File: config.mk
export PLATFORM = sky130hd
export DESIGN_NAME = tail_drop_packet_buffer_model_core
export DESIGN_NICKNAME = d
export VERILOG_FILES = /design/src/hdl/tdpb_pkg.sv /design/src/hdl/tail_drop_packet_buffer_model_core.sv
export SDC_FILE = /design/constraint.sdc
export NUM_CORES = 2
export LEC_CHECK = 0
export BUFFER_PORTS_ARGS = -buffer_cell sky130_fd_sc_hd__buf_2
export CAP_MARGIN = 20
export CORE_MARGIN = 3
export CORE_UTILIZATION = 30
export CTS_BUF_LIST = sky130_fd_sc_hd__clkbuf_16
export DETAILED_ROUTE_END_ITERATION = 10
export PLACE_DENSITY = 0.44
export REMOVE_ABC_BUFFERS = 1
export SETUP_SLACK_MARGIN = 0.4
export SYNTH_ARGS = -nofsm -noshare
export SYNTH_HDL_FRONTEND = slang
export SYNTH_SLANG_ARGS = --single-unit
File: constraint.sdc
create_clock -name clk -period 22.8 [get_ports clk]
set_input_delay 3.42 -clock clk [delete_from_list [all_inputs] [get_ports clk]]
set_output_delay 3.42 -clock clk [all_outputs]
set_load 0.05 [all_outputs]
File: src/hdl/tdpb_pkg.sv
package tdpb_pkg;

  // Field widths of the item, result and configuration channels
  localparam int TIME_W    = 32;
  localparam int SERVICE_W = 16;
  localparam int CFG_W     = 7;

  // Saturation ceiling for finish times
  localparam logic [TIME_W-1:0] TIME_MAX = {TIME_W{1'b1}};

  // Capacity value after reset
  localparam logic [CFG_W-1:0] CAP_RESET = CFG_W'(64);

  typedef logic [TIME_W-1:0]    time_t;
  typedef logic [SERVICE_W-1:0] service_t;
  typedef logic [CFG_W-1:0]     cfg_t;

endpackage

File: src/hdl/tail_drop_packet_buffer_model_core.sv
// Flow: an accepted item loads its result once the finish times that end no later than its
//   arrival are retired, and once a stalled earlier result has been taken.
// A new item is taken only after the last one has loaded its result; each queued finish time
//   is retired once. The single read port of the finish-time memory sets the pace.
// Reset (rst_n low, synchronous): buffer empty, head and tail at 0, capacity 64, no result
//   pending. Memory contents are not cleared; only occupied entries are ever used.
module tail_drop_packet_buffer_model_core #(
  parameter int BUFFER_DEPTH = 64
) (
  input  logic                      clk,
  input  logic                      rst_n,
  // item channel
  input  logic                      in_valid,
  output logic                      in_stall,
  input  tdpb_pkg::time_t           in_arrival_time,
  input  tdpb_pkg::service_t        in_service_time,
  // result channel
  output logic                      out_valid,
  input  logic                      out_stall,
  output logic                      out_dropped,
  output tdpb_pkg::time_t           out_start_tick,
  // configuration write channel
  input  logic                      cfg_valid,
  output logic                      cfg_ready,
  input  tdpb_pkg::cfg_t            cfg_max_occupancy
);

  import tdpb_pkg::*;

  localparam int IDX_W = (BUFFER_DEPTH > 1) ? $clog2(BUFFER_DEPTH) : 1;
  localparam int OCC_W = $clog2(BUFFER_DEPTH + 1);
  localparam int CAP_W = (OCC_W > CFG_W) ? OCC_W : CFG_W;
  localparam logic [IDX_W-1:0] IDX_LAST = IDX_W'(BUFFER_DEPTH - 1);
  localparam logic [CAP_W-1:0] CAP_MAX  = CAP_W'(BUFFER_DEPTH);

  typedef enum logic {
    S_IDLE,
    S_CHECK
  } state_t;

  // Finish-time memory: one write port, one registered read port
  time_t            ring_mem [BUFFER_DEPTH];
  time_t            rd_data_r;
  logic [IDX_W-1:0] rd_addr;

  state_t           state_r;
  logic [IDX_W-1:0] head_r, head_nxt;
  logic [IDX_W-1:0] tail_r;
  logic [OCC_W-1:0] occ_r;
  time_t            last_finish_r;
  cfg_t             max_occ_r;
  time_t            arrival_r;
  service_t         service_r;

  logic             out_valid_r;
  logic             out_dropped_r;
  time_t            out_start_tick_r;

  logic             in_accept;
  logic             out_free;
  logic             retire;
  logic             done;
  logic             full;
  logic [CAP_W-1:0] cap;
  logic [CAP_W-1:0] occ_ext;
  time_t            start_w;
  logic [TIME_W:0]  sum_w;
  time_t            finish_w;

  assign in_stall  = (state_r != S_IDLE);
  assign in_accept = in_valid && !in_stall;
  assign cfg_ready = 1'b1;
  assign out_free  = !out_valid_r || !out_stall;

  assign out_valid      = out_valid_r;
  assign out_dropped    = out_dropped_r;
  assign out_start_tick = out_start_tick_r;

  // Clamp the configured capacity to 1..BUFFER_DEPTH
  always_comb begin
    cap = CAP_W'(max_occ_r);
    if (max_occ_r == '0) begin
      cap = CAP_W'(1);
    end else if (CAP_W'(max_occ_r) > CAP_MAX) begin
      cap = CAP_MAX;
    end
  end

  assign occ_ext = CAP_W'(occ_r);
  assign full    = (occ_ext >= cap);

  // Retire the head entry while it finishes no later than the arrival
  assign retire = (state_r == S_CHECK) && (occ_r != '0) && (rd_data_r <= arrival_r);
  assign done   = (state_r == S_CHECK) && !retire && out_free;

  // Start time and saturated finish time
  assign start_w  = (occ_r == '0) ? arrival_r : last_finish_r;
  assign sum_w    = {1'b0, start_w} + {{(TIME_W + 1 - SERVICE_W){1'b0}}, service_r};
  assign finish_w = sum_w[TIME_W] ? TIME_MAX : sum_w[TIME_W-1:0];

  // Advance the head on retirement
  always_comb begin
    head_nxt = head_r;
    if (retire) begin
      head_nxt = (head_r == IDX_LAST) ? '0 : head_r + IDX_W'(1);
    end
  end

  assign rd_addr = head_nxt;

  // Memory: read the coming head, write the new finish time at the tail
  always_ff @(posedge clk) begin
    rd_data_r <= ring_mem[rd_addr];
    if (done && !full) begin
      ring_mem[tail_r] <= finish_w;
    end
  end

  // Sequencer, indices and result register
  always_ff @(posedge clk) begin
    if (!rst_n) begin
      state_r     <= S_IDLE;
      head_r      <= '0;
      tail_r      <= '0;
      occ_r       <= '0;
      max_occ_r   <= CAP_RESET;
      out_valid_r <= 1'b0;
    end else begin
      if (cfg_valid && cfg_ready) begin
        max_occ_r <= cfg_max_occupancy;
      end
      // Load a new result, else clear the one just taken
      if (done) begin
        out_valid_r <= 1'b1;
      end else if (out_valid_r && !out_stall) begin
        out_valid_r <= 1'b0;
      end
      head_r <= head_nxt;
      case (state_r)
        S_IDLE: begin
          if (in_accept) begin
            state_r <= S_CHECK;
          end
        end
        S_CHECK: begin
          if (retire) begin
            occ_r <= occ_r - OCC_W'(1);
          end else if (done) begin
            state_r <= S_IDLE;
            if (!full) begin
              tail_r <= (tail_r == IDX_LAST) ? '0 : tail_r + IDX_W'(1);
              occ_r  <= occ_r + OCC_W'(1);
            end
          end
        end
        default: begin
          state_r <= S_IDLE;
        end
      endcase
    end
  end

  // Payload registers
  always_ff @(posedge clk) begin
    if (in_accept) begin
      arrival_r <= in_arrival_time;
      service_r <= in_service_time;
    end
    if (done) begin
      out_dropped_r    <= full;
      out_start_tick_r <= full ? '0 : start_w;
      if (!full) begin
        last_finish_r <= finish_w;
      end
    end
  end

  // Occupancy never exceeds the buffer depth
  assert property (@(posedge clk) disable iff (!rst_n)
    CAP_W'(occ_r) <= CAP_MAX)
    else $error("occupancy above buffer depth");

  // An empty buffer has head and tail together
  assert property (@(posedge clk) disable iff (!rst_n)
    (occ_r == '0) |-> (head_r == tail_r))
    else $error("empty buffer with head and tail apart");

  // A queued item grows occupancy by one
  assert property (@(posedge clk) disable iff (!rst_n)
    (done && !full) |=> (occ_r == $past(occ_r) + OCC_W'(1)))
    else $error("queued item did not grow occupancy");

  // A dropped item reports start time zero
  assert property (@(posedge clk) disable iff (!rst_n)
    (out_valid_r && out_dropped_r) |-> (out_start_tick_r == '0))
    else $error("dropped item with nonzero start time");

  // Retirement only happens while an item is in work
  assert property (@(posedge clk) disable iff (!rst_n)
    retire |=> (state_r == S_CHECK))
    else $error("retirement left the check state");

endmodule
==> run metrics <==
Post-Route WL=314 mm; Crit path largest cell delay=0.85 ns; final period utilization=35.6%; Starting Density=30.3%; gr ovfl total=0; final hold vios=0; synthesized area per cell=13.6 sq um; Rel. slew slack=16.2%; number of fill cells=28,700; Placer Congestion=0.846; crit path DAT=8.83 ns; Iteration-0 DRC Markers=5,751; fmax=0.123 GHz; P&R area growth vs syn=15.4%; CTS buffer count=236; Seq/Total Area, Yosys=73.9%; RSZ-0062 raised after global routing=false; Die X=552 microns; drt first pass iters=6; VDD IR max=164 uV; Hold Path Class=flip-flop to flip-flop; post-DR vias/cell=5.32; Post-DRT Antenna Nets=0; Die Footprint=305,000 sq um; Max clock buf depth=3; vias in the first global route=55,400; num rows=199; Final Critical Period=8.13 ns; drt wl/cell=29.1 microns; setup violators final=0; largest net degree at the start of global routing=191; Placed Instances=10,300; Final Non-Filler Cells=10,800; first-pass GRT wire length=438 mm; Core ar.=295,000 sq um; nets@finish=6,774; Multi-input gate area=22,100 sq um; crit path capture type=flip-flop; Die Y-Extent=552 microns; hold path depth=2; clock slew at reported path FFs=0.06 ns; detailed-route via count=57,400; Finished Cell Area=103,000 sq um; reg2reg end=rd_data_r[25]$_DFF_P_; sequential cell area=66,100 sq um; Ys Warns=0; Post-Syn Area=89,400 sq um; fin. max-slew vios=0; Max Cap Violations=0; ys async rst share=0%; DP HPWL=166 mm; Layout Skew=0.0455 ns; Slowest-stage cell, CP=nor3_1; CTS Root Cell=clkbuf_16; TritonCTS clock tree=built; fraction of layout cells with a size suffix above 1=11.5%; Syn Inst Count=6,567; post_cts resized=0; Worst-Margin Slew=1.25 ns; leakage power=0.0346 uW; Pwr Density=111 nW/um^2; Hold EP=max_occ_r[0]$_SDFFE_PN0P_; H-tree depth=4; crit-path cells=ha_1 > nand4_1 > nor4_1 > nand2_1 > o21a_1 > nand4b_1 > buf_4 > nand2_4 > buf_4 > buf_12 > buf_4 > a211oi_1 > a311oi_1 > nor3_1 > nor3_1 > nor3_1 > a211oi_1; Post-Route Utilization=35.0%; Synth Flop Type=edfxtp_1; Total GRT Usage=20.0%; DP Area=95,600 sq um; Yosys reg bits=2,221; crit path launch type=flip-flop; DRC Markers=0; cts hold-fix bufs=0; post-CTS setup buffer count=0; Hold Startpoint=max_occ_r[0]$_SDFFE_PN0P_; Ports=96; Worst EP required=23.50 ns; Post-synth EDFFs=2,161; Register-to-Register Path Depth=17; Setup CP Type=flip-flop to flip-flop; Max FO, Critical Path=137; Num Clock Sinks=2,221; later-pin clock latency in the skew report=0.90 ns; initial antenna violation count=27; RR Startpoint=rd_data_r[30]$_DFF_P_; setup slack, reg-to-reg=14.67 ns; outcome=completed; synth unique cells=64; Port Buf Inserts=94
sequential cells by signal (all words and copies together) (netlist names):
signal          flops
rd_data_r          32
service_r          16
out_valid           1
arrival_r          32
out_start_tick     32
ring_mem         2048
in_stall            1
last_finish_r      32
max_occ_r           7
head_r              6
out_dropped         1
tail_r              6
occ_ext             7
through the flow:
step           TNS [ns]  total power, uW  hold slack, ns  setup slack [ns]
2_1_floorplan   -625.96             6730           0.483            -19.36
3_3_place_gp          0             7810           0.500             14.65
3_5_place_dp          0             7840           0.510             14.71
4_1_cts               0            11600           0.526             14.67
5_1_grt               0            11900           0.569             14.52
6_report              0            11500           0.534             14.67
critical path, delay by kind of cell, from the launching register on:
family / cells / cell delay [ns]
and+or+nand+nor: 8 / 3.26
buffers and inverters: 4 / 2.17
AOI/OAI and AO/OA: 4 / 1.42
DFF: 1 / 0.36
adders and majority gates: 1 / 0.35
layout make-up:
cell class	instances	share of cell area, %
clock buffers	239	5.79
diodes	14	0.0339
repair buffers	312	2.27
flip-flops and latches	2221	64.0
multi-input cells	3829	21.4
clock inverters	191	1.50
inverters	50	0.182
well taps	3919	4.75
how the worst max path moves through the flow:
stage	startpoint	endpoint	slack, ns
after detailed placement	rd_data_r[30]$_DFF_P_	rd_data_r[25]$_DFF_P_	14.71
after global placement	rd_data_r[30]$_DFF_P_	rd_data_r[25]$_DFF_P_	14.65
after global routing	arrival_r[30]$_DFFE_PP_	rd_data_r[25]$_DFF_P_	14.52
after floorplan	occ_ext[2]$_SDFFE_PN0P_	rd_data_r[27]$_DFF_P_	-19.36
final	rd_data_r[30]$_DFF_P_	rd_data_r[25]$_DFF_P_	14.67
after CTS	rd_data_r[30]$_DFF_P_	rd_data_r[25]$_DFF_P_	14.67
power by group:
group,switching [uW],internal [uW]
clock network,1620,2150
logic,1830,378
registers,34.9,5490
layout by cell type (no fill, tap or decap), types with 17 or more instances in the layout:
master     instances
and2_1            18
a21oi_1          176
o221ai_1          23
o21ai_0           64
clkinv_1          48
o21bai_1          17
clkbuf_16        239
a211oi_1         282
a21o_1            17
xnor2_1           26
buf_2             95
bufinv_16         23
nor2_1            68
mux2i_1           76
buf_12            17
and3_1           337
o21a_1            18
clkinv_2          44
buf_4            198
a31oi_1          130
a311oi_1         260
nor2b_1           31
ha_1              62
nor3_1           173
nand3_1          274
nor2_4            66
nand2_1         1482
edfxtp_1        2161
inv_1            108
dfxtp_1           60
nand2_2           24
Yosys cell counts, types with 8 or more instances:
| master | n | area (sq um) |
|---|---|---|
| nand3_1 | 274 | 1370 |
| o221ai_1 | 23 | 201 |
| o221a_1 | 11 | 124 |
| dfxtp_1 | 60 | 1200 |
| nor3_1 | 174 | 871 |
| buf_1 | 60 | 225 |
| nor2b_1 | 32 | 200 |
| edfxtp_1 | 2161 | 64900 |
| nand4_1 | 10 | 62.6 |
| nand2_1 | 1507 | 5660 |
| mux2i_1 | 79 | 791 |
| a22oi_1 | 9 | 67.6 |
| nor4_1 | 8 | 50.1 |
| buf_2 | 95 | 475 |
| mux2_2 | 10 | 113 |
| a221o_1 | 13 | 130 |
| a21o_1 | 18 | 135 |
| o21bai_1 | 17 | 128 |
| a311oi_1 | 260 | 2280 |
| a31oi_1 | 130 | 813 |
| a21oi_1 | 179 | 896 |
| ha_1 | 62 | 776 |
| a221oi_1 | 18 | 158 |
| nor2_1 | 137 | 514 |
| and2_1 | 19 | 119 |
| o21ai_0 | 67 | 335 |
| o22ai_1 | 15 | 93.8 |
| and3_1 | 338 | 2110 |
| a22o_1 | 13 | 114 |
| xnor2_1 | 28 | 245 |
| clkbuf_1 | 304 | 1140 |
| a211oi_1 | 282 | 2120 |
| inv_1 | 50 | 188 |
| o21a_1 | 18 | 135 |
logic make-up after synthesis:
| family | Yosys count | synth area share (%) |
|---|---|---|
| buf+inv | 517 | 2.34 |
| flops | 2221 | 73.9 |
| mux | 90 | 1.04 |
| simple gates | 2525 | 12.5 |
| compound gates | 1115 | 9.02 |
| other cells | 1 | 0.00419 |
| xor+xnor | 34 | 0.333 |
| fa+ha+maj | 64 | 0.912 |
metal layers:
metal  wire [microns]  share of wire, %  track usage [%]  vias to the layer above
met5               13            0.0041                0                        -
met4             9570               3.0             6.25                        2
met3            20900               6.6             3.39                      408
met2           146000                47             32.0                     1906
met1           137000                44             27.6                    29900
li1                 -                 -                -                    25200
(Power assumes the default switching activity.)
